--- src/mrfd_pkg.sv ---
// Shared types and constants for the meter reply frame decoder.
// No dependencies.
`timescale 1ns / 1ps

package mrfd_pkg;

  localparam logic [7:0] START_BYTE  = 8'h68;
  localparam logic [7:0] BYTE_OFFSET = 8'h33;
  localparam logic [7:0] CTRL_REPLY  = 8'h81;

  localparam logic [7:0] ID_HI_ENERGY_A = 8'h90;
  localparam logic [7:0] ID_HI_ENERGY_B = 8'h91;
  localparam logic [7:0] ID_HI_INST     = 8'hB6;

  localparam logic [1:0] STATUS_VALUE     = 2'd0;
  localparam logic [1:0] STATUS_UNDECODED = 2'd1;
  localparam logic [1:0] STATUS_HEADER    = 2'd2;
  localparam logic [1:0] STATUS_CHECKSUM  = 2'd3;

  typedef enum logic [1:0] {
    KIND_HDR_ERR = 2'd0,
    KIND_SUM_ERR = 2'd1,
    KIND_FRAME   = 2'd2
  } frame_kind_t;

  // One finished frame as handed from the parser to the decoder.
  typedef struct packed {
    frame_kind_t  kind;
    logic         reply;
    logic [15:0]  id;
    logic [31:0]  value;
  } frame_rec_t;

endpackage

--- src/mrfd_channels.sv ---
// Valid/ready channel interfaces for received bytes, results and configuration.
// No dependencies.
`timescale 1ns / 1ps

interface mrfd_rx_if;
  logic       valid;
  logic       ready;
  logic [7:0] rx_byte;
  modport source (output valid, output rx_byte, input ready);
  modport sink   (input valid, input rx_byte, output ready);
endinterface

interface mrfd_result_if;
  logic               valid;
  logic               ready;
  logic [1:0]         status;
  logic [4:0]         point_index;
  logic signed [28:0] scaled_value;
  logic [2:0]         decimals;
  logic [15:0]        data_id;
  modport source (output valid, output status, output point_index, output scaled_value,
                  output decimals, output data_id, input ready);
  modport sink   (input valid, input status, input point_index, input scaled_value,
                  input decimals, input data_id, output ready);
endinterface

interface mrfd_cfg_if;
  logic        valid;
  logic        ready;
  logic [47:0] meter_address;
  modport source (output valid, output meter_address, input ready);
  modport sink   (input valid, input meter_address, output ready);
endinterface

--- src/meter_reply_frame_decoder_unit.sv ---
// Meter reply frame decoder: one received byte per cycle. A frame's result is registered
// in the queue, then s1 and output stages, after the end byte or a bad header's 12th byte.
// Bytes are taken every cycle while the frame queue has room; decoding stalls on its own.
// Synchronous active-high reset returns to hunting and clears the meter address.
// Depends on mrfd_pkg, mrfd_channels, mrfd_front, mrfd_queue, mrfd_back.
`timescale 1ns / 1ps

module meter_reply_frame_decoder_unit #(
  parameter int QUEUE_DEPTH = 2
) (
  input  logic             clk,
  input  logic             rst,
  mrfd_cfg_if.sink         cfg,
  mrfd_rx_if.sink          rx,
  mrfd_result_if.source    result
);
  import mrfd_pkg::*;

  logic [47:0] meter_address;
  logic        q_full;
  logic        byte_fire;
  logic        push;
  frame_rec_t  push_rec;
  logic        pop;
  logic        head_valid;
  frame_rec_t  head_rec;

  assign cfg.ready = 1'b1;

  always_ff @(posedge clk) begin
    if (rst) begin
      meter_address <= 48'd0;
    end else if (cfg.valid) begin
      meter_address <= cfg.meter_address;
    end
  end

  assign rx.ready  = !q_full;
  assign byte_fire = rx.valid && !q_full;

  mrfd_front u_front (
    .clk           (clk),
    .rst           (rst),
    .byte_fire     (byte_fire),
    .rx_byte       (rx.rx_byte),
    .meter_address (meter_address),
    .push          (push),
    .rec           (push_rec)
  );

  mrfd_queue #(
    .DEPTH (QUEUE_DEPTH)
  ) u_queue (
    .clk        (clk),
    .rst        (rst),
    .push       (push),
    .push_rec   (push_rec),
    .pop        (pop),
    .full       (q_full),
    .head_valid (head_valid),
    .head_rec   (head_rec)
  );

  mrfd_back u_back (
    .clk          (clk),
    .rst          (rst),
    .rec_valid    (head_valid),
    .rec          (head_rec),
    .rec_pop      (pop),
    .res_valid    (result.valid),
    .res_ready    (result.ready),
    .status       (result.status),
    .point_index  (result.point_index),
    .scaled_value (result.scaled_value),
    .decimals     (result.decimals),
    .data_id      (result.data_id)
  );

endmodule

--- src/mrfd_front.sv ---
// Frame parser: hunts for the start byte, checks header, sums and captures fields.
// Depends on mrfd_pkg.
`timescale 1ns / 1ps

module mrfd_front (
  input  logic                clk,
  input  logic                rst,
  input  logic                byte_fire,
  input  logic [7:0]          rx_byte,
  input  logic [47:0]         meter_address,
  output logic                push,
  output mrfd_pkg::frame_rec_t rec
);
  import mrfd_pkg::*;

  typedef enum logic [4:0] {
    PH_HUNT       = 5'b00001,
    PH_HEADER     = 5'b00010,
    PH_HEADER_BAD = 5'b00100,
    PH_BODY       = 5'b01000,
    PH_END        = 5'b10000
  } phase_t;

  phase_t      phase, phase_next;
  logic [8:0]  pos, pos_next;
  logic [7:0]  sum, sum_next;
  logic [7:0]  len, len_next;
  logic        reply, reply_next;
  logic [15:0] id, id_next;
  logic [31:0] value, value_next;
  logic        sum_ok, sum_ok_next;

  logic [8:0]  pos_inc;
  logic [8:0]  body_idx;
  logic [7:0]  addr_byte;
  logic [7:0]  stripped;
  logic        hdr_ok;

  assign pos_inc  = pos + 9'd1;
  assign body_idx = pos_inc - 9'd10;
  assign stripped = rx_byte - BYTE_OFFSET;

  always_comb begin
    unique case (pos[2:0])
      3'd0: addr_byte = meter_address[7:0];
      3'd1: addr_byte = meter_address[15:8];
      3'd2: addr_byte = meter_address[23:16];
      3'd3: addr_byte = meter_address[31:24];
      3'd4: addr_byte = meter_address[39:32];
      3'd5: addr_byte = meter_address[47:40];
      default: addr_byte = 8'h00;
    endcase
  end

  always_comb begin
    if (pos_inc <= 9'd6) begin
      hdr_ok = (rx_byte == addr_byte);
    end else if (pos_inc == 9'd7) begin
      hdr_ok = (rx_byte == START_BYTE);
    end else begin
      hdr_ok = 1'b1;
    end
  end

  always_comb begin
    phase_next  = phase;
    pos_next    = pos;
    sum_next    = sum;
    len_next    = len;
    reply_next  = reply;
    id_next     = id;
    value_next  = value;
    sum_ok_next = sum_ok;
    push        = 1'b0;
    rec.kind    = KIND_FRAME;
    rec.reply   = reply;
    rec.id      = id;
    rec.value   = value;
    if (byte_fire) begin
      unique case (phase)
        PH_HUNT: begin
          if (rx_byte == START_BYTE) begin
            phase_next  = PH_HEADER;
            pos_next    = 9'd0;
            sum_next    = START_BYTE;
            len_next    = 8'd0;
            reply_next  = 1'b0;
            id_next     = 16'd0;
            value_next  = 32'd0;
            sum_ok_next = 1'b0;
          end
        end
        PH_HEADER: begin
          pos_next = pos_inc;
          if (!hdr_ok) begin
            phase_next = PH_HEADER_BAD;
          end else begin
            sum_next = sum + rx_byte;
            if (pos_inc == 9'd8) begin
              reply_next = (rx_byte == CTRL_REPLY);
            end else if (pos_inc == 9'd9) begin
              len_next   = rx_byte;
              phase_next = PH_BODY;
            end
          end
        end
        PH_HEADER_BAD: begin
          pos_next = pos_inc;
          if (pos_inc >= 9'd11) begin
            push       = 1'b1;
            rec.kind   = KIND_HDR_ERR;
            phase_next = PH_HUNT;
          end
        end
        PH_BODY: begin
          pos_next = pos_inc;
          if (body_idx >= {1'b0, len}) begin
            sum_ok_next = (rx_byte == sum);
            phase_next  = PH_END;
          end else begin
            sum_next = sum + rx_byte;
            unique case (body_idx)
              9'd0: id_next[7:0] = stripped;
              9'd1: id_next[15:8] = stripped;
              9'd2: value_next[7:0] = stripped;
              9'd3: value_next[15:8] = stripped;
              9'd4: value_next[23:16] = stripped;
              9'd5: value_next[31:24] = stripped;
              default: ;
            endcase
          end
        end
        PH_END: begin
          push       = 1'b1;
          rec.kind   = sum_ok ? KIND_FRAME : KIND_SUM_ERR;
          phase_next = PH_HUNT;
        end
        default: phase_next = PH_HUNT;
      endcase
    end
  end

  always_ff @(posedge clk) begin
    if (rst) begin
      phase  <= PH_HUNT;
      pos    <= 9'd0;
      sum    <= 8'd0;
      len    <= 8'd0;
      reply  <= 1'b0;
      id     <= 16'd0;
      value  <= 32'd0;
      sum_ok <= 1'b0;
    end else begin
      phase  <= phase_next;
      pos    <= pos_next;
      sum    <= sum_next;
      len    <= len_next;
      reply  <= reply_next;
      id     <= id_next;
      value  <= value_next;
      sum_ok <= sum_ok_next;
    end
  end

endmodule

--- src/mrfd_queue.sv ---
// Short queue of finished frame records between parser and decoder.
// Depends on mrfd_pkg.
`timescale 1ns / 1ps

module mrfd_queue #(
  parameter int DEPTH = 2
) (
  input  logic                 clk,
  input  logic                 rst,
  input  logic                 push,
  input  mrfd_pkg::frame_rec_t push_rec,
  input  logic                 pop,
  output logic                 full,
  output logic                 head_valid,
  output mrfd_pkg::frame_rec_t head_rec
);
  import mrfd_pkg::*;

  localparam int PTR_W = (DEPTH > 1) ? $clog2(DEPTH) : 1;
  localparam int CNT_W = $clog2(DEPTH + 1);

  frame_rec_t       store [DEPTH];
  logic [PTR_W-1:0] wr_ptr;
  logic [PTR_W-1:0] rd_ptr;
  logic [CNT_W-1:0] count;
  logic             do_push;
  logic             do_pop;

  assign full       = (count == CNT_W'(DEPTH));
  assign head_valid = (count != '0);
  assign head_rec   = store[rd_ptr];
  assign do_push    = push && !full;
  assign do_pop     = pop && head_valid;

  always_ff @(posedge clk) begin
    if (do_push) begin
      store[wr_ptr] <= push_rec;
    end
  end

  always_ff @(posedge clk) begin
    if (rst) begin
      wr_ptr <= '0;
      rd_ptr <= '0;
      count  <= '0;
    end else begin
      if (do_push) begin
        wr_ptr <= (wr_ptr == PTR_W'(DEPTH - 1)) ? '0 : wr_ptr + PTR_W'(1);
      end
      if (do_pop) begin
        rd_ptr <= (rd_ptr == PTR_W'(DEPTH - 1)) ? '0 : rd_ptr + PTR_W'(1);
      end
      if (do_push && !do_pop) begin
        count <= count + CNT_W'(1);
      end else if (do_pop && !do_push) begin
        count <= count - CNT_W'(1);
      end
    end
  end

endmodule

--- src/mrfd_back.sv ---
// Decoder: classifies identifiers, weighs BCD digits, signs and registers the result.
// Depends on mrfd_pkg.
`timescale 1ns / 1ps

module mrfd_back (
  input  logic                 clk,
  input  logic                 rst,
  input  logic                 rec_valid,
  input  mrfd_pkg::frame_rec_t rec,
  output logic                 rec_pop,
  output logic                 res_valid,
  input  logic                 res_ready,
  output logic [1:0]           status,
  output logic [4:0]           point_index,
  output logic signed [28:0]   scaled_value,
  output logic [2:0]           decimals,
  output logic [15:0]          data_id
);
  import mrfd_pkg::*;

  // classification stage
  logic        s1_valid;
  logic [1:0]  s1_status;
  logic [4:0]  s1_point;
  logic [2:0]  s1_dec;
  logic        s1_neg;
  logic [15:0] s1_id;
  logic [7:0]  s1_pair [4];

  logic        s1_take;
  logic        s2_take;

  logic [1:0]  c_status;
  logic [4:0]  c_point;
  logic [2:0]  c_dec;
  logic        c_neg;
  logic [15:0] c_id;
  logic [31:0] c_digits;
  logic [7:0]  c_pair [4];
  logic [7:0]  lo;
  logic [7:0]  hi;
  logic [4:0]  lo_sel;

  logic [27:0] mag;
  logic [28:0] signed_mag;

  assign s2_take = !res_valid || res_ready;
  assign s1_take = !s1_valid || s2_take;
  assign rec_pop = rec_valid && s1_take;

  assign lo     = rec.id[7:0];
  assign hi     = rec.id[15:8];
  assign lo_sel = {3'b000, lo[1:0]};

  always_comb begin
    c_status = STATUS_VALUE;
    c_point  = 5'd0;
    c_dec    = 3'd0;
    c_neg    = 1'b0;
    c_digits = 32'd0;
    c_id     = rec.id;
    unique case (rec.kind)
      KIND_HDR_ERR: begin
        c_status = STATUS_HEADER;
        c_id     = 16'd0;
      end
      KIND_SUM_ERR: begin
        c_status = STATUS_CHECKSUM;
        c_id     = 16'd0;
      end
      KIND_FRAME: begin
        priority if (!rec.reply) begin
          c_status = STATUS_UNDECODED;
        end else if ((hi == ID_HI_ENERGY_A || hi == ID_HI_ENERGY_B) &&
                     (lo == 8'h10 || lo == 8'h20)) begin
          c_point  = (lo == 8'h10) ? {4'd0, hi[0]} : (5'd24 + {4'd0, hi[0]});
          c_digits = rec.value;
          c_dec    = 3'd2;
        end else if (hi == ID_HI_INST && lo >= 8'h11 && lo <= 8'h13) begin
          c_point  = 5'd1 + lo_sel;
          c_digits = {16'd0, rec.value[15:0]};
        end else if (hi == ID_HI_INST && lo >= 8'h21 && lo <= 8'h23) begin
          c_point  = 5'd4 + lo_sel;
          c_digits = {16'd0, rec.value[15:0]};
          c_dec    = 3'd2;
        end else if (hi == ID_HI_INST && lo >= 8'h30 && lo <= 8'h33) begin
          c_point  = 5'd8 + lo_sel;
          c_digits = {9'd0, rec.value[22:0]};
          c_neg    = rec.value[23];
          c_dec    = 3'd4;
        end else if (hi == ID_HI_INST && lo >= 8'h40 && lo <= 8'h43) begin
          c_point  = 5'd14 + lo_sel;
          c_digits = {17'd0, rec.value[14:0]};
          c_neg    = rec.value[15];
          c_dec    = 3'd2;
        end else if (hi == ID_HI_INST && lo >= 8'h50 && lo <= 8'h53) begin
          c_point  = 5'd20 + lo_sel;
          c_digits = {16'd0, rec.value[15:0]};
          c_dec    = 3'd3;
        end else begin
          c_status = STATUS_UNDECODED;
        end
      end
      default: begin
        c_status = STATUS_UNDECODED;
      end
    endcase
  end

  // two nibbles per byte weigh to at most 165
  always_comb begin
    for (int k = 0; k < 4; k++) begin
      c_pair[k] = {4'd0, c_digits[8*k +: 4]} + ({4'd0, c_digits[8*k+4 +: 4]} * 8'd10);
    end
  end

  always_ff @(posedge clk) begin
    if (rst) begin
      s1_valid <= 1'b0;
    end else if (s1_take) begin
      s1_valid <= rec_valid;
    end
  end

  always_ff @(posedge clk) begin
    if (rec_pop) begin
      s1_status <= c_status;
      s1_point  <= c_point;
      s1_dec    <= c_dec;
      s1_neg    <= c_neg;
      s1_id     <= c_id;
      for (int k = 0; k < 4; k++) begin
        s1_pair[k] <= c_pair[k];
      end
    end
  end

  assign mag = {20'd0, s1_pair[0]} + ({20'd0, s1_pair[1]} * 28'd100) +
               ({20'd0, s1_pair[2]} * 28'd10000) + ({20'd0, s1_pair[3]} * 28'd1000000);
  assign signed_mag = s1_neg ? (29'd0 - {1'b0, mag}) : {1'b0, mag};

  always_ff @(posedge clk) begin
    if (rst) begin
      res_valid <= 1'b0;
    end else if (s2_take) begin
      res_valid <= s1_valid;
    end
  end

  always_ff @(posedge clk) begin
    if (s2_take && s1_valid) begin
      status       <= s1_status;
      point_index  <= s1_point;
      scaled_value <= signed_mag;
      decimals     <= s1_dec;
      data_id      <= s1_id;
    end
  end

endmodule

--- src/flat_wrapper.sv ---
// flat-port wrapper written by rule: the top's interface ports become plain ports
module meter_reply_frame_decoder_unit_flat import mrfd_pkg::*;
#(
  parameter int QUEUE_DEPTH = 2
)
  (clk, rst, cfg_valid, cfg_meter_address, cfg_ready, rx_valid, rx_rx_byte, rx_ready, result_valid, result_status, result_point_index, result_scaled_value, result_decimals, result_data_id, result_ready);
  mrfd_cfg_if cfg_i ();
  mrfd_rx_if rx_i ();
  mrfd_result_if result_i ();
  input  logic clk;
  input  logic rst;
  input wire logic [$bits(cfg_i.valid)-1:0] cfg_valid;
  input wire logic [$bits(cfg_i.meter_address)-1:0] cfg_meter_address;
  output wire logic [$bits(cfg_i.ready)-1:0] cfg_ready;
  input wire logic [$bits(rx_i.valid)-1:0] rx_valid;
  input wire logic [$bits(rx_i.rx_byte)-1:0] rx_rx_byte;
  output wire logic [$bits(rx_i.ready)-1:0] rx_ready;
  output wire logic [$bits(result_i.valid)-1:0] result_valid;
  output wire logic [$bits(result_i.status)-1:0] result_status;
  output wire logic [$bits(result_i.point_index)-1:0] result_point_index;
  output wire logic [$bits(result_i.scaled_value)-1:0] result_scaled_value;
  output wire logic [$bits(result_i.decimals)-1:0] result_decimals;
  output wire logic [$bits(result_i.data_id)-1:0] result_data_id;
  input wire logic [$bits(result_i.ready)-1:0] result_ready;
  assign cfg_i.valid = cfg_valid;
  assign cfg_i.meter_address = cfg_meter_address;
  assign cfg_ready = cfg_i.ready;
  assign rx_i.valid = rx_valid;
  assign rx_i.rx_byte = rx_rx_byte;
  assign rx_ready = rx_i.ready;
  assign result_valid = result_i.valid;
  assign result_status = result_i.status;
  assign result_point_index = result_i.point_index;
  assign result_scaled_value = result_i.scaled_value;
  assign result_decimals = result_i.decimals;
  assign result_data_id = result_i.data_id;
  assign result_i.ready = result_ready;
  meter_reply_frame_decoder_unit #(.QUEUE_DEPTH(QUEUE_DEPTH)) u_core (.clk(clk), .rst(rst), .cfg(cfg_i), .rx(rx_i), .result(result_i));
endmodule
--- config.mk ---
export PLATFORM = sky130hd
export DESIGN_NAME = meter_reply_frame_decoder_unit_flat
export DESIGN_NICKNAME = d
export VERILOG_FILES = /design/src/mrfd_pkg.sv /design/src/mrfd_channels.sv /design/src/meter_reply_frame_decoder_unit.sv /design/src/mrfd_front.sv /design/src/mrfd_queue.sv /design/src/mrfd_back.sv /design/src/flat_wrapper.sv
export SDC_FILE = /design/constraint.sdc
export NUM_CORES = 1
export LEC_CHECK = 0
export BUFFER_PORTS_ARGS = -buffer_cell sky130_fd_sc_hd__buf_2
export CORE_MARGIN = 8
export CORE_UTILIZATION = 67
export CTS_CLUSTER_SIZE = 8
export DETAILED_ROUTE_END_ITERATION = 12
export HOLD_SLACK_MARGIN = 0.1
export PLACE_DENSITY = 0.84
export SYNTH_ARGS = -nofsm -noshare
export SYNTH_HDL_FRONTEND = slang
export SYNTH_SLANG_ARGS = --single-unit
--- constraint.sdc ---
create_clock -name clk -period 10 [get_ports clk]
set_input_delay 2.5 -clock clk [delete_from_list [all_inputs] [get_ports clk]]
set_output_delay 2.5 -clock clk [all_outputs]
set_load 0.01 [all_outputs]
==> key figures <==
Detailed routing
  – ANT nets after route: 0
  – Final WL: 45000 microns
  – Initial DRC count: 1021
  – Vias per cell: 5.90
  – First-pass DRT Iterations: 5
  – DR DRC count: 0
  – DR vias: 14900
  – Post-DR wirelength/cell: 17.8 microns

Setup path
  – Worst path max stage delay: 0.57 ns
  – Crit path max-delay family: adder cells
  – Worst EP arrival: 7.67 ns
  – Setup crit start kind: flop
  – Setup CP Type: flop to flop
  – Data required, critical path: 10.32 ns
  – Crit path max fanout: 6
  – CP Capture Type: flop
  – Worst path slowest cell: or4_4
  – CP bufs+invs: 1
  – Most common cell on crit path: ha_1

Floorplan
  – Core area: 31500 sq um
  – Boundary Pins: 119
  – Site Rows: 65
  – Die W: 194 microns
  – Die area: 37800 sq um
  – Vert. Die Dim: 194 microns
  – Initial Util: 0.677

Finish
  – Area grow syn2layout: 11.1%
  – # nets final: 2437
  – Share of layout cells above drive strength 1: 0.111
  – Final non-filler cell total: 2528
  – N_diodes: 0
  – Final design area excluding fillers: 23700 sq um

Run status
  – Status: finished, final reports clean

Clocking
  – # Post-CTS Setup Buffers: 0
  – Cts hold-fix bufs: 0
  – Cts bufs inserted: 50
  – Clock-pin slew on the worst setup and hold paths: 0.05 ns
  – H-tree depth: 2
  – # resized after CTS: 0
  – CTS Buffer Depth: 3
  – Clock sinks: 351
  – CTS Root Cell: clkbuf_16
  – CTS tree: yes
  – Worst-skew pair later-pin latency: 0.57 ns

STA
  – Peak Freq: 136 MHz
  – Clock Skew: 0.0257 ns
  – Max-slew violations: 0
  – Worst Max-Slew Pin Slew: 1.15 ns
  – Hold Fails Final Rpt: 0
  – Max-slew headroom: 0.223
  – WHS: 0.415 ns
  – Post-route clock period utilization: 0.735
  – RSZ-0062 raised after global routing: false
  – Final setup vio count: 0
  – Post-route minimum period: 7.35 ns
  – Setup_tns: 0 ns
  – Worst Slack Setup Final: 2.65 ns

Flow run
  – Max Cap Viol: 0

Synth
  – Top post-synthesis cells by area: edfxtp_1 30%, ha_1 14%, dfxtp_1 13%, mux2i_1 5.3%, fa_1 5.2%
  – Post-synthesis instance area: 21300 sq um
  – Top-count cell post-synth: ha_1
  – Leading area contributor after synthesis: edfxtp_1
  – Register area share after synthesis: 0.431
  – Syn. warnings: 0
  – Seq cells post-synth: 351
  – Mapped Avg Cell Area: 10.8 sq um
  – Async SR Flop Fraction: 0
  – Yosys top cell area share: 0.304
  – Number of enable flip-flop cells after synthesis: 216
  – Synth cell types: 89
  – Most frequent cells after synthesis: 231 x ha_1, 216 x edfxtp_1, 194 x nor2_1
  – Post-Synthesis Cells: 1976
  – Syn_nets: 2323
  – Primary FF master, synth: edfxtp_1

Pwr
  – Power density over the cells: 140 nW/um^2
  – Max VDD drop: 156 uV
  – Lkg Pwr: 10.1 nW

Placed design
  – DP Wirelength: 32200 microns
  – Area after DPL: 22200 sq um
  – IO buf count: 117
  – Dpl cells: 2440
  – Worst slack, placed: 2.68 ns
  – Final Wtd Congestion: 0.906

Global route
  – Global Route Usage Sum: 0.234
  – Vias in the first global route: 15200
  – Global-route wire length before repair: 73800 microns
  – Pin count of the biggest net entering global routing: 99
  – Antenna violations before repair: 0
  – GRT Residual Overflow: 0

Min path
  – Hold Path Class: flop to flop
-- state kept, by name, indices dropped and copies added, names as in the netlist, 2 cells and up, named ones only --
signal	flops
u_core.u_back.point_index	5
u_core.u_front.id	16
u_core.u_queue.count	2
u_core.u_front.sum	8
u_core.u_back.status	2
u_core.u_back.s1_dec	3
u_core.u_back.scaled_value	29
u_core.u_back.s1_pair	32
u_core.u_back.s1_status	2
u_core.u_queue.store	102
u_core.u_front.len	8
u_core.u_front.phase	5
u_core.u_back.decimals	3
u_core.u_back.s1_point	5
u_core.u_front.pos	9
u_core.u_back.data_id	16
u_core.meter_address	48
u_core.u_back.s1_id	16
u_core.u_front.value	32
-- worst reg2reg max path: cells and delay by family, from the launching register on --
family	cells	cell delay [ns]
fa+ha+maj	8	3.07
compound gates	8	1.62
flops	1	0.49
simple gates	7	1.51
buf+inv	1	0.05
xor+xnor	2	0.37
-- metal layers --
metal | wire, microns | global-route usage | up-vias | part of all wire
met1 | 18800 | 0.279 | 7173 | 0.42
met4 | 1270 | 0.0900 | 0 | 0.028
met5 | 0 | 0 | - | 0
met2 | 22800 | 0.418 | 411 | 0.51
met3 | 2180 | 0.0418 | 89 | 0.049
li1 | - | - | 7241 | -
-- cells by family (layout without fill, tap and decap cells) --
family	after synthesis	in the layout	share of synthesized area
mux	129	129	0.0616
other cells	1	1	0.000176
fa+ha+maj	286	286	0.187
compound gates	316	316	0.0977
buf+inv	235	385	0.0426
flops	351	351	0.431
simple gates	526	526	0.124
xor+xnor	132	132	0.0555
-- layout make-up --
| class | count | area, sq um |
|---|---|---|
| clock inverters | 4 | 67.6 |
| well taps | 402 | 503 |
| flip-flops and latches | 351 | 9190 |
| repair buffers | 125 | 648 |
| inverters | 172 | 646 |
| multi-input cells | 1390 | 11200 |
| clock buffers | 84 | 1390 |
| fillers | 2063 | 7800 |
-- cells in the final DEF, fill, tap and decap left out, drive strengths merged, types with 17 or more instances in the layout --
cell type  netlist  routed
xor2            46      46
nor2b           17      17
nand3b          32      32
a21o            28      28
ha             231     231
mux2            17      17
xnor2           86      86
o21ai           80      80
edfxtp         216     216
nand2b          35      35
nor3            27      27
nand3           29      29
fa              55      55
buf             14     125
clkbuf          49      84
dfxtp          135     135
nand2           97      97
inv            172     174
a21oi           84      84
nor2           195     195
mux2i          112     112
-- report_power, final --
group	internal, W	switching, W	total, W
registers	0.00158	0.0000139	0.00159
logic	0.0000656	0.000123	0.000189
clock network	0.000940	0.000599	0.00154
total	0.00258	0.000736	0.00332
-- final timing paths --
path	slack, ns	end	cells after the start	start
worst min-delay path	0.41	u_core.u_back.decimals[1]$_DFFE_PP_	0	u_core.u_back.s1_dec[1]$_SDFFCE_PN0P_
worst max register to register	2.65	u_core.u_back.scaled_value[28]$_SDFFCE_PN0P_	26	u_core.u_back.s1_pair[2][2]$_DFFE_PP_
worst max-delay path	2.65	u_core.u_back.scaled_value[28]$_SDFFCE_PN0P_	26	u_core.u_back.s1_pair[2][2]$_DFFE_PP_
worst min register to register	0.41	u_core.u_back.decimals[1]$_DFFE_PP_	0	u_core.u_back.s1_dec[1]$_SDFFCE_PN0P_
-- metrics by stage --
| stage | total power, W | util |
|---|---|---|
| final | 0.00332 | 0.752 |
| after global routing | 0.00343 | 0.752 |
| after CTS | 0.00335 | 0.752 |
| after detailed placement | 0.00181 | 0.706 |
| after global placement | 0.00180 | 0.706 |
| after floorplan | 0.00175 | - |
Power figures use the tool's default switching activity.
